--- src/hw/rtl/clipped_framebuffer_blitter_assert.svh ---
// ----------------------------------------------------------------------------
// Assertion macros for the blitter
// Clocked on clk, reset by rst_n.
// ----------------------------------------------------------------------------
`ifndef CLIPPED_FRAMEBUFFER_BLITTER_ASSERT_SVH
`define CLIPPED_FRAMEBUFFER_BLITTER_ASSERT_SVH

// same-cycle implication
`define CFB_ASSERT_IMP(lbl, ante, cons, msg) \
  lbl: assert property (@(posedge clk) disable iff (!rst_n) (ante) |-> (cons)) \
    else $error(msg);

// next-cycle implication
`define CFB_ASSERT_NXT(lbl, ante, cons, msg) \
  lbl: assert property (@(posedge clk) disable iff (!rst_n) (ante) |=> (cons)) \
    else $error(msg);

`endif

--- src/hw/rtl/cfb_pkg.sv ---
// ----------------------------------------------------------------------------
// cfb_pkg
// Shared constants, command types and address helpers of the blitter.
// ----------------------------------------------------------------------------
`default_nettype none
package cfb_pkg;

  localparam int FRAME_WIDTH  = 128;
  localparam int FRAME_HEIGHT = 64;
  localparam int BUFFER_COUNT = 4;

  localparam int FRAME_PIXELS = FRAME_WIDTH * FRAME_HEIGHT;
  localparam int STORE_DEPTH  = BUFFER_COUNT * FRAME_PIXELS;
  localparam int AW = (STORE_DEPTH > 1) ? $clog2(STORE_DEPTH) : 1;
  localparam int XW = (FRAME_WIDTH > 1) ? $clog2(FRAME_WIDTH) : 1;
  localparam int YW = (FRAME_HEIGHT > 1) ? $clog2(FRAME_HEIGHT) : 1;
  localparam int PW = (FRAME_PIXELS > 1) ? $clog2(FRAME_PIXELS) : 1;

  localparam logic [2:0] OP_CLEAR      = 3'd0;
  localparam logic [2:0] OP_DRAW_BEGIN = 3'd1;
  localparam logic [2:0] OP_DRAW_PIXEL = 3'd2;
  localparam logic [2:0] OP_READ_BEGIN = 3'd3;
  localparam logic [2:0] OP_READ_REQ   = 3'd4;
  localparam logic [2:0] OP_BLIT       = 3'd5;

  localparam logic [1:0] CMD_CLEAR = 2'd0;
  localparam logic [1:0] CMD_WRITE = 2'd1;
  localparam logic [1:0] CMD_READ  = 2'd2;
  localparam logic [1:0] CMD_BLIT  = 2'd3;

  typedef struct packed {
    logic [1:0]        kind;
    logic [1:0]        dbuf;
    logic [1:0]        sbuf;
    logic [AW-1:0]     addr;
    logic [23:0]       colour;
    logic              hit;
    logic              last;
    logic signed [12:0] rx;
    logic signed [12:0] ry;
    logic [11:0]       rw;
    logic [11:0]       rh;
    logic signed [12:0] sx;
    logic signed [12:0] sy;
  } cmd_t;

  typedef struct packed {
    logic       idle;
    logic [1:0] out_cnt;
  } back_stat_t;

  function automatic logic [AW-1:0] slot(input logic [1:0] b, input logic [YW-1:0] y,
                                         input logic [XW-1:0] x);
    logic [AW-1:0] bb, yy, xx;
    bb = AW'(b);
    yy = AW'(y);
    xx = AW'(x);
    return bb * AW'(FRAME_PIXELS) + yy * AW'(FRAME_WIDTH) + xx;
  endfunction

  function automatic logic buf_ok(input logic [1:0] b);
    return {1'b0, b} < 3'(BUFFER_COUNT);
  endfunction

endpackage
`default_nettype wire

--- src/hw/rtl/cfb_queue.sv ---
// ----------------------------------------------------------------------------
// cfb_queue
// Four-entry command queue between front and back.
// ----------------------------------------------------------------------------
`default_nettype none
module cfb_queue (
  input  wire logic          clk,
  input  wire logic          rst_n,
  input  wire logic          push,
  input  cfb_pkg::cmd_t      din,
  input  wire logic          pop,
  output cfb_pkg::cmd_t      dout,
  output logic               full,
  output logic               empty
);
  cfb_pkg::cmd_t mem [4];
  logic [1:0] wp_r, rp_r;
  logic [2:0] cnt_r;

  assign full  = (cnt_r == 3'd4);
  assign empty = (cnt_r == 3'd0);
  assign dout  = mem[rp_r];

  always_ff @(posedge clk) begin
    if (push && !full) mem[wp_r] <= din;
  end

  always_ff @(posedge clk) begin
    if (!rst_n) begin
      wp_r  <= 2'd0;
      rp_r  <= 2'd0;
      cnt_r <= 3'd0;
    end else begin
      if (push && !full) wp_r <= wp_r + 2'd1;
      if (pop && !empty) rp_r <= rp_r + 2'd1;
      cnt_r <= cnt_r + {2'b00, push && !full} - {2'b00, pop && !empty};
    end
  end
endmodule
`default_nettype wire

--- config.mk ---
export PLATFORM = sky130hd
export DESIGN_NAME = cfb_queue
export DESIGN_NICKNAME = d
export VERILOG_FILES = /design/src/hw/rtl/clipped_framebuffer_blitter_assert.svh /design/src/hw/rtl/cfb_pkg.sv /design/src/hw/rtl/cfb_queue.sv
export SDC_FILE = /design/constraint.sdc
export NUM_CORES = 1
export LEC_CHECK = 0
export BUFFER_PORTS_ARGS = -buffer_cell sky130_fd_sc_hd__buf_2
export CORE_UTILIZATION = 25
export DETAILED_ROUTE_END_ITERATION = 16
export MAX_ROUTING_LAYER = met4
export PLACE_DENSITY_LB_ADDON = 0.3
export RECOVER_POWER = 50
export SETUP_SLACK_MARGIN = 0.3
export SYNTH_ARGS = -nofsm -noshare
export SYNTH_HDL_FRONTEND = slang
export SYNTH_SLANG_ARGS = --single-unit
--- constraint.sdc ---
create_clock -name clk -period 4.8 [get_ports clk]
set_input_delay 0.72 -clock clk [delete_from_list [all_inputs] [get_ports clk]]
set_output_delay 0.72 -clock clk [all_outputs]
set_load 0.005 [all_outputs]
==> impl_metrics.env <==
export IMPL_rsz0062_at_grt="false"
export IMPL_r2r_worst_path_cells=4
export IMPL_power_leakage_nw=7.014
export IMPL_cap_violations=2
export IMPL_hold_slack_ns=0.3861
export IMPL_startpoint_type="flip-flop"
export IMPL_final_common_cell="edfxtp_1"
export IMPL_cp_data_arrival_time_ns=3.93
export IMPL_port_buffers=251
export IMPL_synth_edf_count=492
export IMPL_path_clk_slew_ns=0.06
export IMPL_postSynthAreaPerCell_um2=26.24
export IMPL_yosysWarnings=0
export IMPL_netlist_instances=694
export IMPL_die_area_um2=73920
export IMPL_regArea_um2=14960
export IMPL_min_path_cells=1
export IMPL_powerDensity_nw_per_um2=528.3
export IMPL_clk_latency_ns=0.59
export IMPL_cts_setup_buffers=0
export IMPL_antenna_found_initial=8
export IMPL_cp_required_ns=5.05
export IMPL_setup_viol=0
export IMPL_ff2ff_setup_slack_ns=1.13
export IMPL_multi_input_area_um2=3039
export IMPL_status="complete, but fails checks"
export IMPL_io_pins=252
export IMPL_skew_ns=0.02214
export IMPL_die_y_um=271.9
export IMPL_period_needed_ns=3.672
export IMPL_irDropWorstVdd_v=0.0003475
export IMPL_netlist_area_um2=18210
export IMPL_synthArstFlopShare_pct=0
export IMPL_r2r_start="cnt_r[2]"
export IMPL_cts_htree_levels=2
export IMPL_power_total_mw=11.84
export IMPL_fin_nets=1121
export IMPL_wl_per_cell_um=19.71
export IMPL_grt_pass1_wl_mm=58.35
export IMPL_gp_congestion=0.6728
export IMPL_criticalPathCategory="reg -> reg"
export IMPL_max_freq_ghz=0.2723
export IMPL_core_rowCount=98
export IMPL_hold_violations=0
export IMPL_coreArea_um2=71730
export IMPL_numCtsBuffers=56
export IMPL_hold_path_startpoint="din[7]"
export IMPL_dpl_cell_area_um2=20720
export IMPL_final_cell_mix="edfxtp_1 (492), clkbuf_1 (134), buf_2 (128), mux4_2 (123), clkbuf_16 (57)"
export IMPL_grt_pass1_vias=9167
export IMPL_grt_remaining_overflow=0
export IMPL_fillCellCount=6945
export IMPL_cts_buffer_depth=3
export IMPL_grt_max_degree=53
export IMPL_drt_iter0_drc=425
export IMPL_min_to="mem[2][7]"
export IMPL_synth_nets=828
export IMPL_dr_total_vias=8257
export IMPL_design_area_um2=22410
export IMPL_via_per_inst=4.149
export IMPL_instances_no_fill=1990
export IMPL_yosysSeqAreaShare_pct=82.13
export IMPL_post_dp_hpwl_mm=22.76
export IMPL_worst_pin_slew_ns=2.553
export IMPL_postCtsHoldBufs=0
export IMPL_violations="max-capacitance violations, max-slew violations"
export IMPL_hp_class="in -> reg"
export IMPL_post_route_drc_count=0
export IMPL_start_util_pct=25.38
export IMPL_cts_sinks=501
export IMPL_cts_resized=0
export IMPL_fin_setup_tns_ns=0
export IMPL_dp_cells=1879
export IMPL_synthToLayoutAreaGrowth_pct=23.07
export IMPL_relSlewSlack_pct=-70.19
export IMPL_dieWidth_um=271.9
export IMPL_reg2reg_to="mem[3][36]"
export IMPL_cts_tree="built"
export IMPL_synth_distinct_cells=20
export IMPL_maxSlewViolCount=80
export IMPL_synth_seq_cells=501
export IMPL_fin_crit_sh_pct=76.50
export IMPL_track_usage_pct=11.01
export IMPL_cts_root_buffer="clkbuf_16"
export IMPL_ant_nets=0
export IMPL_worstSetupEndpointType="flip-flop"
export IMPL_crit_fanout=41
export IMPL_drt_wl_total_mm=39.22
export IMPL_drive_above_1_share_pct=34.04
export IMPL_first_pass_iters=6
export IMPL_synth_flop_cell="edfxtp_1"
[Yosys cell counts (3+ instances only)]
master	instances	area, um^2
edfxtp_1	492	14770
mux4_2	123	2770
buf_2	14	70.07
buf_6	9	101.4
dfxtp_1	9	180.2
and2_1	7	43.79
clkbuf_1	7	26.28
ha_1	6	75.07
inv_1	6	22.52
nand2_1	6	22.52
o21ai_0	3	15.01
[through the flow]
stage                     util [%]  setup slack [ns]
after floorplan                  -            0.3757
after global placement       28.88             1.936
after detailed placement     28.88             1.910
final                        31.24             1.128
after CTS                    31.43             1.280
after global routing         31.24            0.8259
[layer usage]
metal | wire length [um] | GRT usage [%] | vias to the layer above
li1 | - | - | 3596
met1 | 16810 | 13.72 | 4345
met2 | 18100 | 16.84 | 251
met3 | 3394 | 3.817 | 65
met4 | 903 | 3.282 | 0
met5 | 0 | - | -
[logic make-up (layout without fill, tap and decap cells)]
| kind of cell | after synthesis | count (layout) | synth area share, % |
|---|---|---|---|
| buffers and inverters | 36 | 373 | 1.209 |
| multiplexers | 125 | 125 | 15.32 |
| flip-flops | 501 | 501 | 82.13 |
| AND/OR/NAND/NOR | 19 | 19 | 0.5978 |
| adder cells (fa/ha/maj) | 7 | 7 | 0.5222 |
| XOR/XNOR | 2 | 2 | 0.09622 |
| AO/OA/AOI/OAI | 4 | 4 | 0.1237 |
| other | 0 | 9 | 0 |
[critical path: stages, from the launching register on]
cell,delay [ns]
dfxtp_1,0.33
nor3b_1,0.16
nor2b_1,0.44
and2_1,1.93
buf_12,0.36
[registers in the layout, indices dropped and copies added, names as in the netlist, named ones only]
signal  cells
cnt_r       3
rp_r        2
mem       492
wp_r        2
[worst max path at each step]
| stage | cells after the start | slack, ns | endpoint | from |
|---|---|---|---|---|
| floorplan | 3 | 0.38 | mem[2][0] | push |
| global placement | 3 | 1.94 | dout[92] | flip-flop |
| detailed placement | 4 | 1.91 | mem[1][80] | push |
| CTS | 3 | 1.28 | dout[69] | flip-flop |
| global route | 4 | 0.83 | mem[3][36] | cnt_r[2] |
| finish | 4 | 1.13 | mem[3][36] | cnt_r[2] |
[cell type report]
class | count | area share (%)
clock buffers | 72 | 6.795
multi-input cells | 157 | 13.56
inverters | 6 | 0.1005
diodes | 9 | 0.1005
well taps | 950 | 5.304
repair buffers | 265 | 6.002
flip-flops and latches | 501 | 66.76
clock inverters | 30 | 1.373
[where the power goes]
part | switching (mW) | total [mW] | internal (mW)
Combinational | 1.07 | 2.14 | 1.06
Sequential | 0.166 | 5.48 | 5.31
Clock | 1.68 | 4.23 | 2.55
No activity file was read; power rests on OpenSTA's default activity.
