File: src/hw/rtl/clipped_framebuffer_blitter_assert.svh
// ----------------------------------------------------------------------------
// Assertion macros for the blitter
// Clocked on clk, reset by rst_n.
// ----------------------------------------------------------------------------
`ifndef CLIPPED_FRAMEBUFFER_BLITTER_ASSERT_SVH
`define CLIPPED_FRAMEBUFFER_BLITTER_ASSERT_SVH

// same-cycle implication
`define CFB_ASSERT_IMP(lbl, ante, cons, msg) \
  lbl: assert property (@(posedge clk) disable iff (!rst_n) (ante) |-> (cons)) \
    else $error(msg);

// next-cycle implication
`define CFB_ASSERT_NXT(lbl, ante, cons, msg) \
  lbl: assert property (@(posedge clk) disable iff (!rst_n) (ante) |=> (cons)) \
    else $error(msg);

`endif

File: src/hw/rtl/cfb_pkg.sv
// ----------------------------------------------------------------------------
// cfb_pkg
// Shared constants, command types and address helpers of the blitter.
// ----------------------------------------------------------------------------
`default_nettype none
package cfb_pkg;

  localparam int FRAME_WIDTH  = 128;
  localparam int FRAME_HEIGHT = 64;
  localparam int BUFFER_COUNT = 4;

  localparam int FRAME_PIXELS = FRAME_WIDTH * FRAME_HEIGHT;
  localparam int STORE_DEPTH  = BUFFER_COUNT * FRAME_PIXELS;
  localparam int AW = (STORE_DEPTH > 1) ? $clog2(STORE_DEPTH) : 1;
  localparam int XW = (FRAME_WIDTH > 1) ? $clog2(FRAME_WIDTH) : 1;
  localparam int YW = (FRAME_HEIGHT > 1) ? $clog2(FRAME_HEIGHT) : 1;
  localparam int PW = (FRAME_PIXELS > 1) ? $clog2(FRAME_PIXELS) : 1;

  localparam logic [2:0] OP_CLEAR      = 3'd0;
  localparam logic [2:0] OP_DRAW_BEGIN = 3'd1;
  localparam logic [2:0] OP_DRAW_PIXEL = 3'd2;
  localparam logic [2:0] OP_READ_BEGIN = 3'd3;
  localparam logic [2:0] OP_READ_REQ   = 3'd4;
  localparam logic [2:0] OP_BLIT       = 3'd5;

  localparam logic [1:0] CMD_CLEAR = 2'd0;
  localparam logic [1:0] CMD_WRITE = 2'd1;
  localparam logic [1:0] CMD_READ  = 2'd2;
  localparam logic [1:0] CMD_BLIT  = 2'd3;

  typedef struct packed {
    logic [1:0]        kind;
    logic [1:0]        dbuf;
    logic [1:0]        sbuf;
    logic [AW-1:0]     addr;
    logic [23:0]       colour;
    logic              hit;
    logic              last;
    logic signed [12:0] rx;
    logic signed [12:0] ry;
    logic [11:0]       rw;
    logic [11:0]       rh;
    logic signed [12:0] sx;
    logic signed [12:0] sy;
  } cmd_t;

  typedef struct packed {
    logic       idle;
    logic [1:0] out_cnt;
  } back_stat_t;

  function automatic logic [AW-1:0] slot(input logic [1:0] b, input logic [YW-1:0] y,
                                         input logic [XW-1:0] x);
    logic [AW-1:0] bb, yy, xx;
    bb = AW'(b);
    yy = AW'(y);
    xx = AW'(x);
    return bb * AW'(FRAME_PIXELS) + yy * AW'(FRAME_WIDTH) + xx;
  endfunction

  function automatic logic buf_ok(input logic [1:0] b);
    return {1'b0, b} < 3'(BUFFER_COUNT);
  endfunction

endpackage
`default_nettype wire

File: src/hw/rtl/cfb_front.sv
// ----------------------------------------------------------------------------
// cfb_front
// Takes requests, tracks the open draw or read rectangle, issues commands.
// ----------------------------------------------------------------------------
`default_nettype none
module cfb_front (
  input  wire logic              clk,
  input  wire logic              rst_n,
  input  wire logic              push,
  output logic                   full,
  input  wire logic [2:0]        in_op,
  input  wire logic [1:0]        in_buffer,
  input  wire logic [1:0]        in_source_buffer,
  input  wire logic signed [12:0] in_rect_x,
  input  wire logic signed [12:0] in_rect_y,
  input  wire logic [11:0]       in_rect_w,
  input  wire logic [11:0]       in_rect_h,
  input  wire logic signed [12:0] in_source_x,
  input  wire logic signed [12:0] in_source_y,
  input  wire logic [7:0]        in_red,
  input  wire logic [7:0]        in_green,
  input  wire logic [7:0]        in_blue,
  input  wire logic              q_full,
  output logic                   q_push,
  output cfb_pkg::cmd_t          q_cmd
);
  localparam logic [1:0] M_IDLE = 2'd0;
  localparam logic [1:0] M_DRAW = 2'd1;
  localparam logic [1:0] M_READ = 2'd2;

  logic [1:0]  mode_r, buf_r;
  logic [12:0] ox_r, oy_r;
  logic [11:0] w_r, h_r, col_r, row_r;

  logic        acc, last, hit, adv;
  logic [13:0] px, py;
  logic [12:0] col_inc, row_inc;

  assign full    = q_full;
  assign acc     = push && !q_full;
  assign px      = {ox_r[12], ox_r} + {2'b00, col_r};
  assign py      = {oy_r[12], oy_r} + {2'b00, row_r};
  assign col_inc = {1'b0, col_r} + 13'd1;
  assign row_inc = {1'b0, row_r} + 13'd1;
  assign last    = (col_inc >= {1'b0, w_r}) && (row_inc >= {1'b0, h_r});
  assign hit     = cfb_pkg::buf_ok(buf_r) && !px[13] &&
                   (px[12:0] < 13'(cfb_pkg::FRAME_WIDTH)) && !py[13] &&
                   (py[12:0] < 13'(cfb_pkg::FRAME_HEIGHT));

  always_comb begin
    q_cmd.kind   = cfb_pkg::CMD_WRITE;
    q_cmd.dbuf   = in_buffer;
    q_cmd.sbuf   = in_source_buffer;
    q_cmd.addr   = cfb_pkg::slot(buf_r, py[cfb_pkg::YW-1:0], px[cfb_pkg::XW-1:0]);
    q_cmd.colour = {in_red, in_green, in_blue};
    q_cmd.hit    = hit;
    q_cmd.last   = last;
    q_cmd.rx     = in_rect_x;
    q_cmd.ry     = in_rect_y;
    q_cmd.rw     = in_rect_w;
    q_cmd.rh     = in_rect_h;
    q_cmd.sx     = in_source_x;
    q_cmd.sy     = in_source_y;
    q_push       = 1'b0;
    adv          = 1'b0;
    unique case (in_op)
      cfb_pkg::OP_CLEAR: begin
        q_cmd.kind = cfb_pkg::CMD_CLEAR;
        q_push     = acc && cfb_pkg::buf_ok(in_buffer);
      end
      cfb_pkg::OP_DRAW_PIXEL: begin
        q_cmd.kind = cfb_pkg::CMD_WRITE;
        adv        = acc && (mode_r == M_DRAW);
        q_push     = adv && hit;
      end
      cfb_pkg::OP_READ_REQ: begin
        q_cmd.kind = cfb_pkg::CMD_READ;
        adv        = acc && (mode_r == M_READ);
        q_push     = adv;
      end
      cfb_pkg::OP_BLIT: begin
        q_cmd.kind = cfb_pkg::CMD_BLIT;
        q_push     = acc && cfb_pkg::buf_ok(in_buffer) &&
                     (in_rect_w != 12'd0) && (in_rect_h != 12'd0);
      end
      default: begin
        q_push = 1'b0;
      end
    endcase
  end

  always_ff @(posedge clk) begin
    if (!rst_n) begin
      mode_r <= M_IDLE;
      buf_r  <= 2'd0;
      ox_r   <= 13'd0;
      oy_r   <= 13'd0;
      w_r    <= 12'd0;
      h_r    <= 12'd0;
      col_r  <= 12'd0;
      row_r  <= 12'd0;
    end else if (acc && (in_op == cfb_pkg::OP_DRAW_BEGIN ||
                         in_op == cfb_pkg::OP_READ_BEGIN)) begin
      buf_r <= in_buffer;
      ox_r  <= in_rect_x;
      oy_r  <= in_rect_y;
      w_r   <= in_rect_w;
      h_r   <= in_rect_h;
      col_r <= 12'd0;
      row_r <= 12'd0;
      if (in_rect_w == 12'd0 || in_rect_h == 12'd0) mode_r <= M_IDLE;
      else mode_r <= (in_op == cfb_pkg::OP_DRAW_BEGIN) ? M_DRAW : M_READ;
    end else if (adv) begin
      if (col_inc >= {1'b0, w_r}) begin
        col_r <= 12'd0;
        row_r <= row_inc[11:0];
      end else begin
        col_r <= col_inc[11:0];
      end
      if (last) mode_r <= M_IDLE;
    end
  end
endmodule
`default_nettype wire

File: config.mk
export PLATFORM = sky130hd
export DESIGN_NAME = cfb_front
export DESIGN_NICKNAME = d
export VERILOG_FILES = /design/src/hw/rtl/clipped_framebuffer_blitter_assert.svh /design/src/hw/rtl/cfb_pkg.sv /design/src/hw/rtl/cfb_front.sv
export SDC_FILE = /design/constraint.sdc
export NUM_CORES = 1
export LEC_CHECK = 0
export ABC_AREA = 1
export BUFFER_PORTS_ARGS = -buffer_cell sky130_fd_sc_hd__buf_2
export CORE_AREA = 2 2 114 116
export DETAILED_ROUTE_END_ITERATION = 12
export DIE_AREA = 0 0 116 118
export PLACE_DENSITY_LB_ADDON = 0.3
export SLEW_MARGIN = 10
export SYNTH_ARGS = -nofsm -noshare
export SYNTH_HDL_FRONTEND = slang
export SYNTH_SLANG_ARGS = --single-unit
File: constraint.sdc
create_clock -name clk -period 3.95 [get_ports clk]
set_clock_uncertainty 0.2 [all_clocks]
set_input_delay 0.1975 -clock clk [delete_from_list [all_inputs] [get_ports clk]]
set_output_delay 0.1975 -clock clk [all_outputs]
set_load 0.005 [all_outputs]
==> results.md <==
- Outcome: finished with violations
- Violated checks: hold timing
- Rows: 41
- Most Frequent Cell on Critical Path: inv_1
- Max Slew Vio Count: 0
- Worst path slowest cell: dfxtp_1
- Slew headroom: 0.639
- Place WS: 687 ps
- RD Place Congestion: 0.881
- Syn. warnings: 0
- IR drop worst, VDD: 180 uV
- Initial antenna violation count: 0
- FF-to-FF setup slack: 690 ps
- Area Growth Syn to Fin: 13.1%
- Total GRT Usage: 0.221
- First-pass DRT Iterations: 4
- Antenna Nets Post-Route: 0
- Vias in the first global route: 5310
- Critical setup path kind: flip-flop to output port
- Cts bufs inserted: 9
- Final count of hold timing violations: 1
- Main combinational cell family by area after synthesis: simple AND/OR/NAND/NOR gates
- Cell Pwr Density: 291 nW/um^2
- XOR/XNOR share of the synthesized area: 0.0370
- CP peak stage delay: 430 ps
- CTS Sinks: 78
- Core region area: 12400 um^2
- CP endpoint: q_cmd[76]
- P_leak: 3.47 nW
- Power Total: 2.03 mW
- WP data arrival: 3050 ps
- Mean Syn Cell Area: 6.74 um^2
- Clock Latency Late Sink: 340 ps
- CTS tree: yes
- Post-Syn Instances: 913
- Adder-cell share of the synthesized area: 0.108
- Clk buf depth: 2
- First-pass GRT wire length: 24500 um
- RR Endpoint: row_r[9]
- Critical Path RT: 3550 ps
- Hold Crit Depth: 3
- Critical-path cell list: ha_1 -> nand2_1 -> nor2_2 -> nand3_1 -> nor2_1 -> inv_1 -> nor3_1 -> xnor2_1 -> inv_1 -> ha_1 -> a21oi_1 -> o211ai_1 -> nor2_2 -> nand3_4 -> nand2_1 -> inv_1 -> buf_2
- N_diodes: 0
- Fraction of the yosys area taken by sequential cells: 0.254
- Die footprint: 13700 um^2
- Hold WC Path Type: primary input to flip-flop
- Routed WL: 14900 um
- Post-Route Setup TNS: 0 ps
- Mapped Area: 6150 um^2
- Highest Clock Rate: 290 MHz
- CTS clk-pin slew, worst paths: 60 ps
- Synth Area in Compound Gates: 0.128
- #FFs+latches synth: 78
- Worst r2r src: col_r[1]
- R2R cell count: 18
- Tcrit/Tclk final: 0.872
- First DRT Iteration DRCs: 297
- Unrepaired setup endpoints after global routing: false
- Hold WS: -16.7 ps
- Post-Syn Nets: 1076
- Post-CTS Resized: 0
- Vias per cell: 4.96
- Maxcap violations: 0
- Buffers on Ports: 131
- WL per Instance: 12.9 um
- H-tree Lvls: 3
- Crit Path Max Fanout: 5
- CP Capture Type: output port
- Nets: 1141
- Root Driver: clkbuf_16
- Starting Density: 0.496
- DP HPWL: 11000 um
- Largest net degree at the start of global routing: 54
- CP startpoint kind: flip-flop
- IO Pins: 236
- Synth cell types: 37
- Post-synthesis mux area share: 0
- Via Count: 5721
- Tmin final: 3450 ps
- Worst Max-Slew Pin Slew: 541 ps
- Total grt overflow: 0
- Share of cells above drive strength 1: 0.165
- Chip width: 116 um
- Setup WS post-layout: 504 ps
- Beginning of the critical path: col_r[1]
- Die height: 118 um
- Setup violators final: 0
- Synth Area in Simple Gates: 0.261
- DRC viols: 0
-- power by group --
| part | total [mW] | internal (mW) | switching [mW] |
|---|---|---|---|
| logic | 0.267 | 0.128 | 0.138 |
| clock network | 0.946 | 0.614 | 0.332 |
| registers | 0.815 | 0.806 | 0.00917 |
-- what timing repair did --
| action | in CTS | in global routing |
|---|---|---|
| hold endpoints to repair | 48 | 0 |
| setup buffers | 0 | 0 |
| hold buffers | 47 | 0 |
-- state kept, by name, summed over array words and instances, names as in the netlist --
name    flops
buf_r       2
col_r      12
h_r        12
mode_r      2
ox_r       13
oy_r       13
row_r      12
w_r        12
-- worst max-delay path, delay by kind of cell (launching register included) --
| kind | cells | cell delay [ps] |
|---|---|---|
| flops | 1 | 430 |
| fa+ha+maj | 2 | 530 |
| xor+xnor | 1 | 150 |
| compound gates | 2 | 260 |
| buf+inv | 4 | 300 |
| simple gates | 8 | 1040 |
-- synthesized netlist by cell type, drive strengths merged --
library cell	instances	area [um^2]
a21boi	1	7.51
and3	1	6.26
nor3	4	20.0
nor2	121	472
o21a	3	22.5
ha	50	626
nand3	46	253
nor4	6	37.5
and2	1	6.26
nand3b	7	65.1
a31o	1	8.76
dfxtp	78	1560
nand4	17	106
o21bai	3	22.5
o21ai	68	340
or2	2	12.5
a21oi	70	350
nand2	166	631
xor2	19	166
buf	111	835
o211ai	3	22.5
fa	2	40.0
xnor2	7	61.3
clkbuf	16	60.1
inv	108	405
o22ai	1	6.26
o211a	1	10.0
-- metrics by stage --
| step | hold slack [ps] | utilization | instances | area [um^2] |
|---|---|---|---|---|
| 6_report | -16.7 | 0.561 | 1154 | 6960 |
| 3_3_place_gp | 195 | 0.496 | 1092 | 6160 |
| 2_1_floorplan | 136 | - | 913 | 6150 |
| 3_5_place_dp | 195 | 0.496 | 1092 | 6160 |
| 4_1_cts | 0.270 | 0.561 | 1154 | 6960 |
| 5_1_grt | 19.0 | 0.561 | 1154 | 6960 |
-- worst min-delay path by stage --
stage	start	endpoint	slack (ps)
final	in_rect_y[8]	oy_r[8]	-20
after global routing	in_rect_y[8]	oy_r[8]	20
after CTS	in_rect_w[1]	w_r[1]	0.3
after detailed placement	in_source_buffer[1]	q_cmd[118]	200
after global placement	in_source_buffer[1]	q_cmd[118]	200
after floorplan	rst_n	h_r[1]	140
-- layout make-up --
cell class              count  area [um^2]
multi-input cells         600         3300
clock inverters             6          111
clock buffers               9          225
fillers                  1228         5450
repair buffers            181         1150
flip-flops and latches     78         1560
inverters                 108          405
well taps                 172          215
-- cell usage in the layout (no fill, tap or decap), types with 6 or more instances in the layout --
master,instances
nor4_1,6
xnor2_1,7
o21ai_0,68
inv_1,108
a21oi_1,70
clkbuf_16,9
dfxtp_1,78
nand4_1,17
nand3b_1,6
nor2_1,116
ha_1,50
buf_2,131
nand2_1,164
dlygate4sd3_1,47
xor2_1,19
nand3_1,43
-- metal layers --
layer  routed length (um)  up-vias  track usage
met2                 6710      144        0.352
met5                    0        -            0
met3                  779       24       0.0376
met1                 7160     2571        0.304
met4                  211        0       0.0685
li1                     -     2982            -
-- logic make-up (layout without fill, tap and decap cells) --
family,count (synthesis),after routing
xor gates and xnor gates,26,26
AOI/OAI and AO/OA,151,151
buffers and inverters,235,304
and+or+nand+nor,371,371
DFF,78,78
adders and majority gates,52,52
No activity file was read; power rests on OpenSTA's default activity.
